[config.mk]
export PLATFORM = sky130hd
export DESIGN_NAME = pid_controller_clamped_unit
export DESIGN_NICKNAME = d
export VERILOG_FILES = /design/src/rtl/pidc_pkg.sv /design/src/rtl/pidc_mul.sv /design/src/rtl/pidc_div.sv /design/src/rtl/pid_controller_clamped_unit.sv
export SDC_FILE = /design/constraint.sdc
export NUM_CORES = 2
export LEC_CHECK = 0
export BUFFER_PORTS_ARGS = -buffer_cell sky130_fd_sc_hd__buf_2
export CAP_MARGIN = 20
export CORE_ASPECT_RATIO = 1.1
export CORE_UTILIZATION = 30
export DETAILED_ROUTE_END_ITERATION = 6
export MAX_ROUTING_LAYER = met4
export PLACE_DENSITY_LB_ADDON = 0.12
export SLEW_MARGIN = 40
export SYNTH_ARGS = -nofsm -noshare
export SYNTH_HDL_FRONTEND = slang
export SYNTH_SLANG_ARGS = --single-unit
[constraint.sdc]
create_clock -name clk -period 14.3 [get_ports clk]
set_input_delay 1.43 -clock clk [delete_from_list [all_inputs] [get_ports clk]]
set_output_delay 1.43 -clock clk [all_outputs]
set_load 0.01 [all_outputs]
[src/rtl/pidc_pkg.sv]
// Shared types, constants and helper functions of the clamped PID controller.
package pidc_pkg;

	localparam int unsigned DATA_W   = 32;
	localparam int unsigned LIM_W    = 31;
	localparam int unsigned WIDE_W   = 33;
	localparam int unsigned ACC_W    = 51;
	localparam int unsigned TERM_W   = 48;
	localparam int unsigned NUM_W    = 49;
	localparam int unsigned CNT_W    = 6;
	localparam int unsigned IDX_W    = 3;

	localparam logic [CNT_W-1:0] MUL_STEPS = CNT_W'(WIDE_W);
	localparam logic [CNT_W-1:0] DIV_STEPS = CNT_W'(NUM_W);

	// Configuration register indexes.
	localparam logic [IDX_W-1:0] REG_GAIN_P          = 3'd0;
	localparam logic [IDX_W-1:0] REG_GAIN_I          = 3'd1;
	localparam logic [IDX_W-1:0] REG_GAIN_D          = 3'd2;
	localparam logic [IDX_W-1:0] REG_GAIN_FF         = 3'd3;
	localparam logic [IDX_W-1:0] REG_EFFORT_LIMIT    = 3'd4;
	localparam logic [IDX_W-1:0] REG_INTEGRATE_BELOW = 3'd5;
	localparam logic [IDX_W-1:0] REG_INTEGRAL_LIMIT  = 3'd6;

	// Reset values of the configuration registers.
	localparam logic [DATA_W-1:0] GAIN_P_RST = 32'h0001_0000;
	localparam logic [LIM_W-1:0]  LIMIT_RST  = 31'h000A_0000;
	localparam logic [LIM_W-1:0]  BELOW_RST  = 31'h7FFF_FFFF;

	localparam logic ACTION_CLEAR = 1'b1;

	// Index of the product term that is being accumulated.
	typedef enum logic [1:0] {
		TERM_P  = 2'd0,
		TERM_I  = 2'd1,
		TERM_D  = 2'd2,
		TERM_FF = 2'd3
	} term_t;

	typedef enum logic [2:0] {
		ST_IDLE,
		ST_RATE,
		ST_DIV,
		ST_INTEG,
		ST_IMUL,
		ST_TERM,
		ST_TMUL,
		ST_CLAMP
	} state_t;

	// Magnitude of a 33-bit two's complement value.
	function automatic logic [WIDE_W-1:0] mag33(input logic [WIDE_W-1:0] v);
		return v[WIDE_W-1] ? (WIDE_W'(0) - v) : v;
	endfunction

	// Clamp a wide signed value to the range [-lim, +lim].
	function automatic logic [DATA_W-1:0] clamp_wide(input logic signed [ACC_W-1:0] v,
			input logic [LIM_W-1:0] lim);
		logic signed [ACC_W-1:0] hi;
		logic signed [ACC_W-1:0] lo;
		logic signed [ACC_W-1:0] res;
		hi = $signed({(ACC_W-LIM_W)'(0), lim});
		lo = -hi;
		if (v > hi) begin
			res = hi;
		end else if (v < lo) begin
			res = lo;
		end else begin
			res = v;
		end
		return res[DATA_W-1:0];
	endfunction

endpackage

[src/rtl/pidc_mul.sv]
// Bit-serial shift-add multiplier of two magnitudes, one multiplier bit per cycle.
module pidc_mul (
	input  logic                              clk,
	input  logic                              arst_n,
	input  logic                              start,
	input  logic [pidc_pkg::DATA_W-1:0]       mcand,
	input  logic [pidc_pkg::WIDE_W-1:0]       mplier,
	output logic                              done,
	output logic [pidc_pkg::TERM_W-1:0]       prod
);
	import pidc_pkg::*;

	logic                       busy_q;
	logic                       done_q;
	logic [CNT_W-1:0]           cnt_q;
	logic [DATA_W-1:0]          mcand_q;
	logic [DATA_W+WIDE_W-1:0]   prod_q;
	logic [WIDE_W-1:0]          partial;

	// The upper half gathers the partial sum while the multiplier shifts out below.
	assign partial = {1'b0, prod_q[DATA_W+WIDE_W-1:WIDE_W]}
		+ (prod_q[0] ? {1'b0, mcand_q} : WIDE_W'(0));

	always_ff @(posedge clk or negedge arst_n) begin
		if (!arst_n) begin
			busy_q <= 1'b0;
			done_q <= 1'b0;
			cnt_q  <= '0;
		end else begin
			done_q <= 1'b0;
			if (start) begin
				busy_q <= 1'b1;
				cnt_q  <= MUL_STEPS;
			end else if (busy_q) begin
				cnt_q <= cnt_q - CNT_W'(1);
				if (cnt_q == CNT_W'(1)) begin
					busy_q <= 1'b0;
					done_q <= 1'b1;
				end
			end
		end
	end

	always_ff @(posedge clk) begin
		if (start) begin
			mcand_q <= mcand;
			prod_q  <= {DATA_W'(0), mplier};
		end else if (busy_q) begin
			prod_q <= {partial, prod_q[WIDE_W-1:1]};
		end
	end

	assign done = done_q;
	assign prod = prod_q[TERM_W+15:16];

endmodule

[src/rtl/pidc_div.sv]
// Bit-serial restoring divider, one quotient bit per cycle.
module pidc_div (
	input  logic                           clk,
	input  logic                           arst_n,
	input  logic                           start,
	input  logic [pidc_pkg::NUM_W-1:0]     dividend,
	input  logic [pidc_pkg::LIM_W-1:0]     divisor,
	output logic                           done,
	output logic [pidc_pkg::NUM_W-1:0]     quotient
);
	import pidc_pkg::*;

	logic                  busy_q;
	logic                  done_q;
	logic [CNT_W-1:0]      cnt_q;
	logic [LIM_W-1:0]      divisor_q;
	logic [LIM_W-1:0]      rem_q;
	logic [NUM_W-1:0]      quo_q;
	logic [LIM_W:0]        shifted;
	logic [LIM_W+1:0]      trial;
	logic                  fits;

	assign shifted = {rem_q, quo_q[NUM_W-1]};
	assign trial   = {1'b0, shifted} - {2'b00, divisor_q};
	assign fits    = !trial[LIM_W+1];

	always_ff @(posedge clk or negedge arst_n) begin
		if (!arst_n) begin
			busy_q <= 1'b0;
			done_q <= 1'b0;
			cnt_q  <= '0;
		end else begin
			done_q <= 1'b0;
			if (start) begin
				busy_q <= 1'b1;
				cnt_q  <= DIV_STEPS;
			end else if (busy_q) begin
				cnt_q <= cnt_q - CNT_W'(1);
				if (cnt_q == CNT_W'(1)) begin
					busy_q <= 1'b0;
					done_q <= 1'b1;
				end
			end
		end
	end

	// The dividend shifts out of the top of quo_q as quotient bits shift in below.
	always_ff @(posedge clk) begin
		if (start) begin
			divisor_q <= divisor;
			rem_q     <= '0;
			quo_q     <= dividend;
		end else if (busy_q) begin
			rem_q <= fits ? trial[LIM_W-1:0] : shifted[LIM_W-1:0];
			quo_q <= {quo_q[NUM_W-2:0], fits};
		end
	end

	assign done     = done_q;
	assign quotient = quo_q;

endmodule

[src/rtl/pid_controller_clamped_unit.sv]
// Top level of the clamped PID controller with setpoint feedforward and anti-windup.
// Usage: configuration writes go over cfg_valid/cfg_ready with cfg_index and cfg_data;
// cfg_ready is always high, and registers should be written only while the block is idle.
// Input transactions (in_valid, in_stall) carry action, interval, setpoint,
// measurement, setpoint_rate, measurement_rate and rate_given. A clear action zeroes
// the integral and the previous measurement in the accepting cycle and gives no result.
// An update gives one drive value on the output channel (out_valid, out_stall).
// Steps of an update: the measurement rate is taken as given, or as zero when the
// measurement is unchanged, else derived in the bit-serial divider (49 quotient bits).
// The integration goes through the multiplier only when the error is below the
// threshold. The four gain products then go through the bit-serial multiplier in
// turn (33 steps each). The next input can be accepted in the same cycle in which
// out_valid rises.
// in_stall stays high from acceptance until the result is in the output register, so
// one update is in flight at a time; a waiting result does not block the next input.
// If the receiver stalls while a second result is ready, the block holds it and keeps
// in_stall high until the output register frees up.
// Reset loads the register defaults, zeroes the state and empties the output register.
module pid_controller_clamped_unit (
	input  logic                              clk,
	input  logic                              arst_n,
	input  logic                              cfg_valid,
	output logic                              cfg_ready,
	input  logic [pidc_pkg::IDX_W-1:0]        cfg_index,
	input  logic [pidc_pkg::DATA_W-1:0]       cfg_data,
	input  logic                              in_valid,
	output logic                              in_stall,
	input  logic                              action,
	input  logic [pidc_pkg::LIM_W-1:0]        interval,
	input  logic signed [pidc_pkg::DATA_W-1:0] setpoint,
	input  logic signed [pidc_pkg::DATA_W-1:0] measurement,
	input  logic signed [pidc_pkg::DATA_W-1:0] setpoint_rate,
	input  logic signed [pidc_pkg::DATA_W-1:0] measurement_rate,
	input  logic                              rate_given,
	output logic                              out_valid,
	input  logic                              out_stall,
	output logic signed [pidc_pkg::DATA_W-1:0] drive
);
	import pidc_pkg::*;

	state_t state_q, state_d;

	logic signed [DATA_W-1:0] gain_p_q, gain_i_q, gain_d_q, gain_ff_q;
	logic [LIM_W-1:0]         effort_limit_q, integrate_below_q, integral_limit_q;
	logic signed [DATA_W-1:0] last_meas_q, integ_q;

	logic [LIM_W-1:0]         interval_q;
	logic [DATA_W-1:0]        setpoint_q, sp_rate_q, meas_rate_q;
	logic                     rate_given_q;
	logic [WIDE_W-1:0]        err_q, diff_q, deriv_q;
	logic [ACC_W-1:0]         acc_q;
	term_t                    term_q;
	logic                     neg_q;

	logic                     out_valid_q;
	logic [DATA_W-1:0]        drive_q;

	logic                     in_take, out_take, out_free;
	logic                     mul_start, mul_done, div_start, div_done;
	logic [DATA_W-1:0]        mul_a;
	logic [WIDE_W-1:0]        mul_b;
	logic [TERM_W-1:0]        mul_prod;
	logic [NUM_W-1:0]         div_quo;
	logic [WIDE_W-1:0]        op_a, op_b, mag_a, mag_b, err_mag, diff_mag;
	logic [ACC_W-1:0]         term_val;
	logic [DATA_W-1:0]        rate_div, rate_now;
	logic                     rate_sat;
	logic [WIDE_W-1:0]        deriv_now;
	logic [ACC_W-1:0]         integ_sum;

	assign cfg_ready = 1'b1;
	assign in_stall  = (state_q != ST_IDLE);
	assign in_take   = in_valid && !in_stall;
	assign out_take  = out_valid_q && !out_stall;
	assign out_free  = !out_valid_q || !out_stall;

	assign err_mag  = mag33(err_q);
	assign diff_mag = mag33(diff_q);

	// Saturate the derived rate in the sign of the measurement difference.
	assign rate_sat = (div_quo[NUM_W-1:DATA_W-1] != '0);
	always_comb begin
		if (!diff_q[WIDE_W-1]) begin
			rate_div = rate_sat ? 32'h7FFF_FFFF : {1'b0, div_quo[DATA_W-2:0]};
		end else begin
			rate_div = rate_sat ? 32'h8000_0000 : (DATA_W'(0) - {1'b0, div_quo[DATA_W-2:0]});
		end
	end

	always_comb begin
		if (state_q == ST_DIV) begin
			rate_now = rate_div;
		end else if (rate_given_q) begin
			rate_now = meas_rate_q;
		end else begin
			rate_now = '0;
		end
	end

	assign deriv_now = {sp_rate_q[DATA_W-1], sp_rate_q} - {rate_now[DATA_W-1], rate_now};

	// Operand selection for the shared multiplier.
	always_comb begin
		op_a = '0;
		op_b = '0;
		case (state_q)
			ST_INTEG: begin
				op_a = {2'b00, interval_q};
				op_b = err_q;
			end
			ST_TERM: begin
				case (term_q)
					TERM_P: begin
						op_a = {gain_p_q[DATA_W-1], gain_p_q};
						op_b = err_q;
					end
					TERM_I: begin
						op_a = {gain_i_q[DATA_W-1], gain_i_q};
						op_b = {integ_q[DATA_W-1], integ_q};
					end
					TERM_D: begin
						op_a = {gain_d_q[DATA_W-1], gain_d_q};
						op_b = deriv_q;
					end
					TERM_FF: begin
						op_a = {gain_ff_q[DATA_W-1], gain_ff_q};
						op_b = {setpoint_q[DATA_W-1], setpoint_q};
					end
					default: begin
						op_a = '0;
						op_b = '0;
					end
				endcase
			end
			default: begin
				op_a = '0;
				op_b = '0;
			end
		endcase
	end

	assign mag_a = mag33(op_a);
	assign mag_b = mag33(op_b);
	assign mul_a = mag_a[DATA_W-1:0];
	assign mul_b = mag_b;

	// The product is truncated toward zero before the sign is applied.
	assign term_val  = neg_q ? (ACC_W'(0) - {3'b000, mul_prod}) : {3'b000, mul_prod};
	assign integ_sum = {{(ACC_W-DATA_W){integ_q[DATA_W-1]}}, integ_q} + term_val;

	pidc_mul u_mul (
		.clk    (clk),
		.arst_n (arst_n),
		.start  (mul_start),
		.mcand  (mul_a),
		.mplier (mul_b),
		.done   (mul_done),
		.prod   (mul_prod)
	);

	pidc_div u_div (
		.clk      (clk),
		.arst_n   (arst_n),
		.start    (div_start),
		.dividend ({diff_mag, 16'h0000}),
		.divisor  (interval_q),
		.done     (div_done),
		.quotient (div_quo)
	);

	always_ff @(posedge clk or negedge arst_n) begin
		if (!arst_n) begin
			state_q <= ST_IDLE;
		end else begin
			state_q <= state_d;
		end
	end

	always_comb begin
		state_d   = state_q;
		mul_start = 1'b0;
		div_start = 1'b0;
		case (state_q)
			ST_IDLE: begin
				if (in_take && action != ACTION_CLEAR) begin
					state_d = ST_RATE;
				end
			end
			ST_RATE: begin
				if (!rate_given_q && diff_q != '0) begin
					div_start = 1'b1;
					state_d   = ST_DIV;
				end else begin
					state_d = ST_INTEG;
				end
			end
			ST_DIV: begin
				if (div_done) begin
					state_d = ST_INTEG;
				end
			end
			ST_INTEG: begin
				if (err_mag < {2'b00, integrate_below_q}) begin
					mul_start = 1'b1;
					state_d   = ST_IMUL;
				end else begin
					state_d = ST_TERM;
				end
			end
			ST_IMUL: begin
				if (mul_done) begin
					state_d = ST_TERM;
				end
			end
			ST_TERM: begin
				mul_start = 1'b1;
				state_d   = ST_TMUL;
			end
			ST_TMUL: begin
				if (mul_done) begin
					state_d = (term_q == TERM_FF) ? ST_CLAMP : ST_TERM;
				end
			end
			ST_CLAMP: begin
				if (out_free) begin
					state_d = ST_IDLE;
				end
			end
			default: begin
				state_d = ST_IDLE;
			end
		endcase
	end

	// Configuration registers and controller state.
	always_ff @(posedge clk or negedge arst_n) begin
		if (!arst_n) begin
			gain_p_q          <= GAIN_P_RST;
			gain_i_q          <= '0;
			gain_d_q          <= '0;
			gain_ff_q         <= '0;
			effort_limit_q    <= LIMIT_RST;
			integrate_below_q <= BELOW_RST;
			integral_limit_q  <= LIMIT_RST;
			last_meas_q       <= '0;
			integ_q           <= '0;
			term_q            <= TERM_P;
			out_valid_q       <= 1'b0;
		end else begin
			if (cfg_valid && cfg_ready) begin
				case (cfg_index)
					REG_GAIN_P:          gain_p_q          <= cfg_data;
					REG_GAIN_I:          gain_i_q          <= cfg_data;
					REG_GAIN_D:          gain_d_q          <= cfg_data;
					REG_GAIN_FF:         gain_ff_q         <= cfg_data;
					REG_EFFORT_LIMIT:    effort_limit_q    <= cfg_data[LIM_W-1:0];
					REG_INTEGRATE_BELOW: integrate_below_q <= cfg_data[LIM_W-1:0];
					REG_INTEGRAL_LIMIT:  integral_limit_q  <= cfg_data[LIM_W-1:0];
					default: ;
				endcase
			end
			if (in_take) begin
				if (action == ACTION_CLEAR) begin
					last_meas_q <= '0;
					integ_q     <= '0;
				end else begin
					last_meas_q <= measurement;
				end
			end
			if (state_q == ST_INTEG) begin
				term_q <= TERM_P;
			end
			if (state_q == ST_IMUL && mul_done) begin
				integ_q <= clamp_wide(integ_sum, integral_limit_q);
			end
			if (state_q == ST_TMUL && mul_done) begin
				term_q <= term_t'(term_q + 2'd1);
			end
			if (state_q == ST_CLAMP && out_free) begin
				out_valid_q <= 1'b1;
			end else if (out_take) begin
				out_valid_q <= 1'b0;
			end
		end
	end

	// Per-transaction operands and the accumulator.
	always_ff @(posedge clk) begin
		if (in_take) begin
			interval_q   <= interval;
			setpoint_q   <= setpoint;
			sp_rate_q    <= setpoint_rate;
			meas_rate_q  <= measurement_rate;
			rate_given_q <= rate_given;
			err_q        <= {setpoint[DATA_W-1], setpoint}
				- {measurement[DATA_W-1], measurement};
			diff_q       <= {measurement[DATA_W-1], measurement}
				- {last_meas_q[DATA_W-1], last_meas_q};
		end
		if ((state_q == ST_RATE && (rate_given_q || diff_q == '0))
				|| (state_q == ST_DIV && div_done)) begin
			deriv_q <= deriv_now;
		end
		if (mul_start) begin
			neg_q <= op_a[WIDE_W-1] ^ op_b[WIDE_W-1];
		end
		if (state_q == ST_INTEG) begin
			acc_q <= '0;
		end else if (state_q == ST_TMUL && mul_done) begin
			acc_q <= acc_q + term_val;
		end
		if (state_q == ST_CLAMP && out_free) begin
			drive_q <= clamp_wide(acc_q, effort_limit_q);
		end
	end

	assign out_valid = out_valid_q;
	assign drive     = drive_q;

endmodule
# ---- Word level (Yosys, flattened, before mapping)
# Index checks and enable logic that the tools add are counted.
dict set report op_classes {
  n_addsub 18
  n_bitwise 2
  n_mux 61
  n_lt_le_gt_ge 5
  eq_ne 23
  n_reduce_logical 39
}
# operator count
set ops {}
lappend ops {{two-way mux 32 bit} 13}
lappend ops {{one-hot mux 33 bit (4 select lines)} 2}
lappend ops {{two-way mux 33 bit} 5}
lappend ops {{one-hot mux 33 bit (2 select lines)} 2}
lappend ops {{adder 51 bit} 2}
lappend ops {{greater-than comparator 51 x 32 -> 1 bit} 2}
lappend ops {{< comparator 51 bit} 2}
lappend ops {{negation 31 -> 51 bit} 2}
lappend ops {{subtractor 1 x 33 -> 33 bit (first input constant)} 3}
lappend ops {{subtractor 32 x 32 -> 33 bit} 3}
lappend ops {{two-way mux 49 bit} 2}
lappend ops {{two-way mux 31 bit} 3}
lappend ops {{two-way mux 51 bit} 1}
lappend ops {{subtractor 1 x 48 -> 49 bit (first input constant)} 1}
lappend ops {{adder 32 x 32 -> 33 bit} 1}
lappend ops {{logical NOT 33 bit} 1}
lappend ops {{< comparator 33 x 31 -> 1 bit} 1}
lappend ops {{nonzero test 33 bit} 1}
lappend ops {{subtractor 32 x 31 -> 33 bit} 1}
lappend ops {{subtractor 1 x 31 -> 32 bit (first input constant)} 1}
lappend ops {{subtractor 1 x 32 -> 32 bit (first input constant)} 1}
lappend ops {{two-way mux 6 bit} 4}
lappend ops {{one-hot mux 3 bit (8 select lines)} 1}
lappend ops {{== test 3 bit (second input constant)} 7}
lappend ops {{other kinds (25)} 86}
dict set report word_totals {
  input_bits 201
  regBits 826
  out_inout_bits 35
}

# ---- Logic depth before layout (Yosys ltp)
dict set report depth {
  ltp_word 7
  depth_mapped 34
}

# ---- Modules after synthesis
# A second synthesis with hierarchy kept.
dict set report hier_totals {
  cells_unflattened 5905
  area_unflattened_um2 56983.4
}
# module n_inst area_per_inst_um2 cells_each
set modules_own_cells {}
lappend modules_own_cells {pid_controller_clamped_unit 1 44407.6 4754}
lappend modules_own_cells {pidc_div 1 6558.8 591}
lappend modules_own_cells {pidc_mul 1 6017.0 560}

# ---- Least setup slack after synthesis
# Ideal clock, no wire load.
dict set report synth_path {
  kind {flip-flop to flip-flop}
  start {register u_mul.prod_q[22]}
  end {register integ_q[31]}
  t_required_ps 14178
  stages_incl_launch_ff 30
  n_path_buf 4
  path_slack_ps 7298
  arrival_time_ps 6881
  setup_time_ps 122
  period_less_slack_ps 7002
  path_cell_list {edfxtp_1 -> or4_1 -> or3_1 -> or4_1 -> or4_1 -> o21ai_0 -> xnor2_1 -> ha_1 -> clkbuf_1 -> nand2_1 -> o21ai_1 -> a211oi_2 -> o22ai_1 -> o41ai_1 -> a2111oi_0 -> nor2_1 -> nor2_1 -> o21a_1 -> clkinv_1 -> clkbuf_1 -> ha_1 -> nor2b_1 -> nor4_1 -> o21a_1 -> nand4_1 -> nand4_1 -> buf_2 -> clkbuf_1 -> o21ai_0 -> a32o_1}
}
dict set report synth_via {
  elab_chain_len 7
  word_cells_on_any_way 8
  cone_classes {2 x add/sub; 2 x order compare; 4 x mux}
}
# element line_no
set synth_lines {}
lappend synth_lines {{start: declaration} pidc_mul.sv:17} ;# logic [DATA_W+WIDE_W-1:0] prod_q;
lappend synth_lines {{start signal: assignment} pidc_mul.sv:47} ;# prod_q <= {DATA_W'(0), mplier};
lappend synth_lines {{start signal: assignment} pidc_mul.sv:49} ;# prod_q <= {partial, prod_q[WIDE_W-1:1]};
lappend synth_lines {{subtractor 1 x 48 -> 49 bit} pid_controller_clamped_unit.sv:148} ;# assign term_val = neg_q ? (ACC_W'(0) - {3'b000, mul_prod}) : {3'b000, mul_prod};
lappend synth_lines {{two-way mux 51 bit (*)} pid_controller_clamped_unit.sv:148}
lappend synth_lines {{adder 51 bit (*)} pid_controller_clamped_unit.sv:149} ;# assign integ_sum = {{(ACC_W-DATA_W){integ_q[DATA_W-1]}}, integ_q} + term_val;
lappend synth_lines {{< comparator 51 bit} pidc_pkg.sv:66} ;# end else if (v < lo) begin
lappend synth_lines {{two-way mux 32 bit} pidc_pkg.sv:66}
lappend synth_lines {{two-way mux 32 bit (*)} pidc_pkg.sv:64} ;# if (v > hi) begin
lappend synth_lines {{two-way mux 32 bit (*)} pid_controller_clamped_unit.sv:273} ;# if (state_q == ST_IMUL && mul_done) begin
lappend synth_lines {{end signal: assignment} pid_controller_clamped_unit.sv:274} ;# integ_q <= clamp_wide(integ_sum, integral_limit_q);
lappend synth_lines {{end: declaration} pid_controller_clamped_unit.sv:45} ;# logic signed [DATA_W-1:0] last_meas_q, integ_q;
# Mark *: on every way between the ends. The rest lies on a longest branch, timed or not.
# A chain may end at the register's enable or synchronous reset.

# ---- Worst setup path after layout
dict set report layout_path {
  start {register u_mul.prod_q[22]}
  end {register integ_q[28]}
}
# The elaborated chain is that of the path after synthesis.

==> impl_summary.txt <==
----------------------------------------------------
[Floorplan]
  Overall die height ... ~450 um
  Boundary pin count ... ~240
  Core area ... ~0.18 mm2
  Number of core rows ... about 170
  Effective utilization at floorplan ... 0.302
  Die width ... ~410 um
  Area of the die ... 0.187 mm2

[Routing]
  Max Used Layer ... met4
  DRC errors left ... 18
  Count of antenna-violating nets left after detailed routing ... 0
  Number of vias after detailed routing ... 45,200
  Final routed wire length divided by cell count ... ~23 um
  Total detailed-routing wirelength ... around 200,000 um
  Routed length on met1 ... roughly 90,000 um
  DRT iter0 DRCs ... about 3,400
  Vias per inst ... 5.30
  Routed length on met3 ... ~8200 um
  Pre-antenna DRT Iters ... 7
  Routed wl met2 ... around 90,000 um

[Layout]
  Area added between synthesis and finish ... 13.5%
  Share of layout cells above drive strength 1 ... 0.129
  Filler cell count in the final layout ... roughly 19,000
  Final nets ... about 6,700

[Run status]
  Failing checks ... design-rule violations
  Status ... finished with violations

[Clock network]
  Clock slew at the register clock pins of the worst setup and hold paths ... roughly 0.060 ns
  Source-to-sink clock delay at the later pin of the worst-skew pair ... 0.75 ns
  Setup Fix Bufs, Post-CTS ... 0
  TritonCTS Sinks ... 826
  Number of buffers added by the clock tree synthesis step ... 102
  Clock root buffer ... sky130_fd_sc_hd__clkbuf_16
  Cts hold-fix bufs ... 0
  Clock Tree Buf Depth ... 3
  Clock tree from TritonCTS ... yes
  Number of instances resized during post-cts repair ... 0
  CTS H-tree depth ... 3

[Placement]
  Detailed placer's ending HPWL ... ~150,000 um
  Weighted congestion at the end of routability-driven global placement ... 0.899
  Count of buffers inserted at the top-level ports ... 234
  Post-placement worst setup slack ... 4.43 ns

[Power and ir drop]
  Power Density ... between 200 and 250 mW/mm2
  Peak supply drop ... between 0.2 and 0.25 mV
  Leakage power summed over all cells ... ~26 nW
  Share of power burned in the clock network ... 0.187
  Reg power frac ... 0.281
  Switching Share ... 0.454
  Power spent charging and discharging nets ... roughly 6.7 mW
  Cell-internal power ... around 8 mW
  Gate power share ... 0.532

[Timing]
  Post-layout worst setup margin ... between 4 and 5 ns
  Final worst clock skew ... 0.0465 ns
  Total Neg Setup Slack ... 0 ns
  Worst hold-check slack ... around 0.48 ns
  Tightest slew margin relative to the limit ... 0.409
  Finish-stage setup viols ... 0
  Post-route clock period utilization ... 0.682
  Crit path time final ... ~9.8 ns
  Transition time at the pin with the least slew margin ... approximately 0.9 ns
  Setup repair after global routing missed its margin ... false
  Number of failing hold endpoints at the final stage ... 0
  Number of slew-limit violations in the final report ... 0
  Maximum operating frequency ... 0.102 GHz

[Worst setup path]
  Depth of the worst register-to-register path ... 31
  Critical Path Max Stage Delay ... between 0.6 and 0.7 ns
  Reg-to-reg slack, setup ... ~4.5 ns
  Crit path DAT ... between 10 and 15 ns
  Endpoint of the most critical setup path ... integ_q[28]$_DFFE_PN0P_
  Top fanout value on the critical path ... between 60 and 70
  Crit path from ... u_mul.prod_q[22]$_DFFE_PP_
  Capturing element type of the critical path ... flop
  Startpoint of the lowest-slack register-to-register path ... u_mul.prod_q[22]$_DFFE_PP_
  Element type at the critical path start ... flop
  WP data required ... roughly 15 ns
  Critical-path top delay cell ... sky130_fd_sc_hd__nor4_1
  Worst reg2reg endpoint ... integ_q[28]$_DFFE_PN0P_
  CP Class ... flop to flop

[Worst hold path]
  Worst min path class ... flop to flop
  Start point of the worst min-delay path ... last_meas_q[25]$_DFFE_PN0P_

[Yosys]
  Proportion of netlist area held by the largest area contributor ... 0.210
  Gate count after technology mapping ... ~6,000
  Number of enable-type register cells in the synthesized netlist ... a little under 400
  Post-synth top flop ... sky130_fd_sc_hd__edfxtp_1
  Net count after synthesis ... 6,542
  Total number of yosys warnings ... 0
  Post-synthesis async set-or-reset flop share ... 0.372
  Leading cell type by number of instances after synthesis ... sky130_fd_sc_hd__nand2_1
  Largest area contributor in the netlist ... sky130_fd_sc_hd__edfxtp_1
  Count of different cell masters after synthesis ... 90
  Leading cell types by count after synthesis ... 529 x sky130_fd_sc_hd__nand2_1, 466 x sky130_fd_sc_hd__ha_1, 450 x sky130_fd_sc_hd__o21ai_0
  Area contributors post-synth ... sky130_fd_sc_hd__edfxtp_1 21%, sky130_fd_sc_hd__dfrtp_1 12%, sky130_fd_sc_hd__ha_1 10%, sky130_fd_sc_hd__xnor2_1 5.0%, sky130_fd_sc_hd__dfxtp_1 4.7%
  Area of the mapped netlist ... approximately 0.056 mm2
  Seq/Total Area, Yosys ... 0.396
  Post-synthesis area per instance ... 9.47 um2
  Seq cells post-synth ... around 830

[Flow run]
  Reported max-cap violation count ... 0

[GRT]
  Total GRT Usage ... 0.211
  Largest net degree at the start of global routing ... 75
  Number of global-route vias before repair ... 44,000
  Initial antenna violation count ... 11
  Global-route wire length before repair ... approximately 290,000 um
  Final global-route overflow total ... 0

----------------------------------------------------
[kinds of logic after synthesis]
family	count (synthesis)	synth area share
adder cells (fa/ha/maj)	473	0.107
XOR/XNOR	461	0.0726
flip-flops	826	0.396
AO/OA/AOI/OAI	1593	0.186
AND/OR/NAND/NOR	1669	0.144
multiplexers	280	0.0550
buffers and inverters	565	0.0390
other	1	0.0000675
[cells in the final DEF, fill, tap and decap left out, drive strengths merged, types with 20 or more instances in the layout]
cell type	n
nand4	82
dfrtp	271
nor2	379
o41ai	23
a32o	21
mux2	204
nor2b	57
a22oi	26
clkbuf	148
or3	56
edfxtp	389
dfxtp	130
ha	466
o221ai	26
o21bai	29
a222oi	63
nand2b	52
and2	57
o21ai	455
a21o	149
nand3	156
a211oi	51
mux2i	76
xor2	142
o21a	54
dfstp	36
a21oi	351
nor4	38
nor3	136
buf	306
nand2	529
xnor2	319
inv	317
or4	30
a31oi	70
o31ai	92
and3	32
o211ai	20
o22ai	27
clkinv	26
[critical path: cells and delay by family (launching register included)]
family | cells | cell delay [ns]
fa+ha+maj | 2 | 0.77
xor+xnor | 1 | 0.13
buf+inv | 5 | 1.97
compound gates | 10 | 2.05
simple gates | 13 | 4.07
flops | 1 | 0.45
[state kept, by name (all words and copies together), names as in the netlist, 33 cells and up]
name            count
u_mul.prod_q       65
diff_q             33
u_div.quotient     49
acc_q              51
deriv_q            33
err_q              33
[power groups by stage]
stage               sequential [mW]  clock [mW]  combinational (mW)
global route                   4.25        2.93                8.76
CTS                            4.17        2.85                7.88
finish                         4.16        2.77                7.87
global placement               4.20           0                7.80
detailed placement             4.21           0                7.83
floorplan                      3.83           0                5.71
[layer usage]
metal / vias up / track usage
met5: - / -
met3: 203 / 0.0223
met2: 1064 / 0.338
met1: 22000 / 0.278
met4: 0 / 0.0688
li1: 22000 / -
[final cells by class]
type / count / area [um2] / share of cell area
Antenna cell: 3 / 7.51 / 0.000119
Clock buffer: 148 / 3020 / 0.0479
Clock inverter: 44 / 543 / 0.00860
Inverter: 313 / 1180 / 0.0187
Multi-Input combinational cell: 4477 / 31500 / 0.500
Sequential cell: 826 / 22000 / 0.349
Tap cell: 2421 / 3030 / 0.0480
Timing Repair Buffer: 306 / 1760 / 0.0280
[how the worst min path moves through the flow]
stage | endpoint | cells past startpoint
after floorplan | u_div.divisor_q[14]$_DFFE_PP_ | 0
after global placement | u_div.divisor_q[23]$_DFFE_PP_ | 0
after detailed placement | last_meas_q[24]$_DFFE_PN0P_ | 2
after CTS | last_meas_q[27]$_DFFE_PN0P_ | 2
after global routing | u_div.divisor_q[10]$_DFFE_PP_ | 0
final | last_meas_q[25]$_DFFE_PN0P_ | 2
[through the flow]
stage	area [um2]	std cells	util	total power [mW]
after floorplan	55600	5868	-	9.54
after global placement	59400	8341	0.323	12.0
after detailed placement	59500	8341	0.323	12.0
after CTS	63100	8533	0.343	14.9
after global routing	63100	8537	0.343	15.9
final	63100	8538	0.343	14.8
No activity file was read; power rests on OpenSTA's default activity.
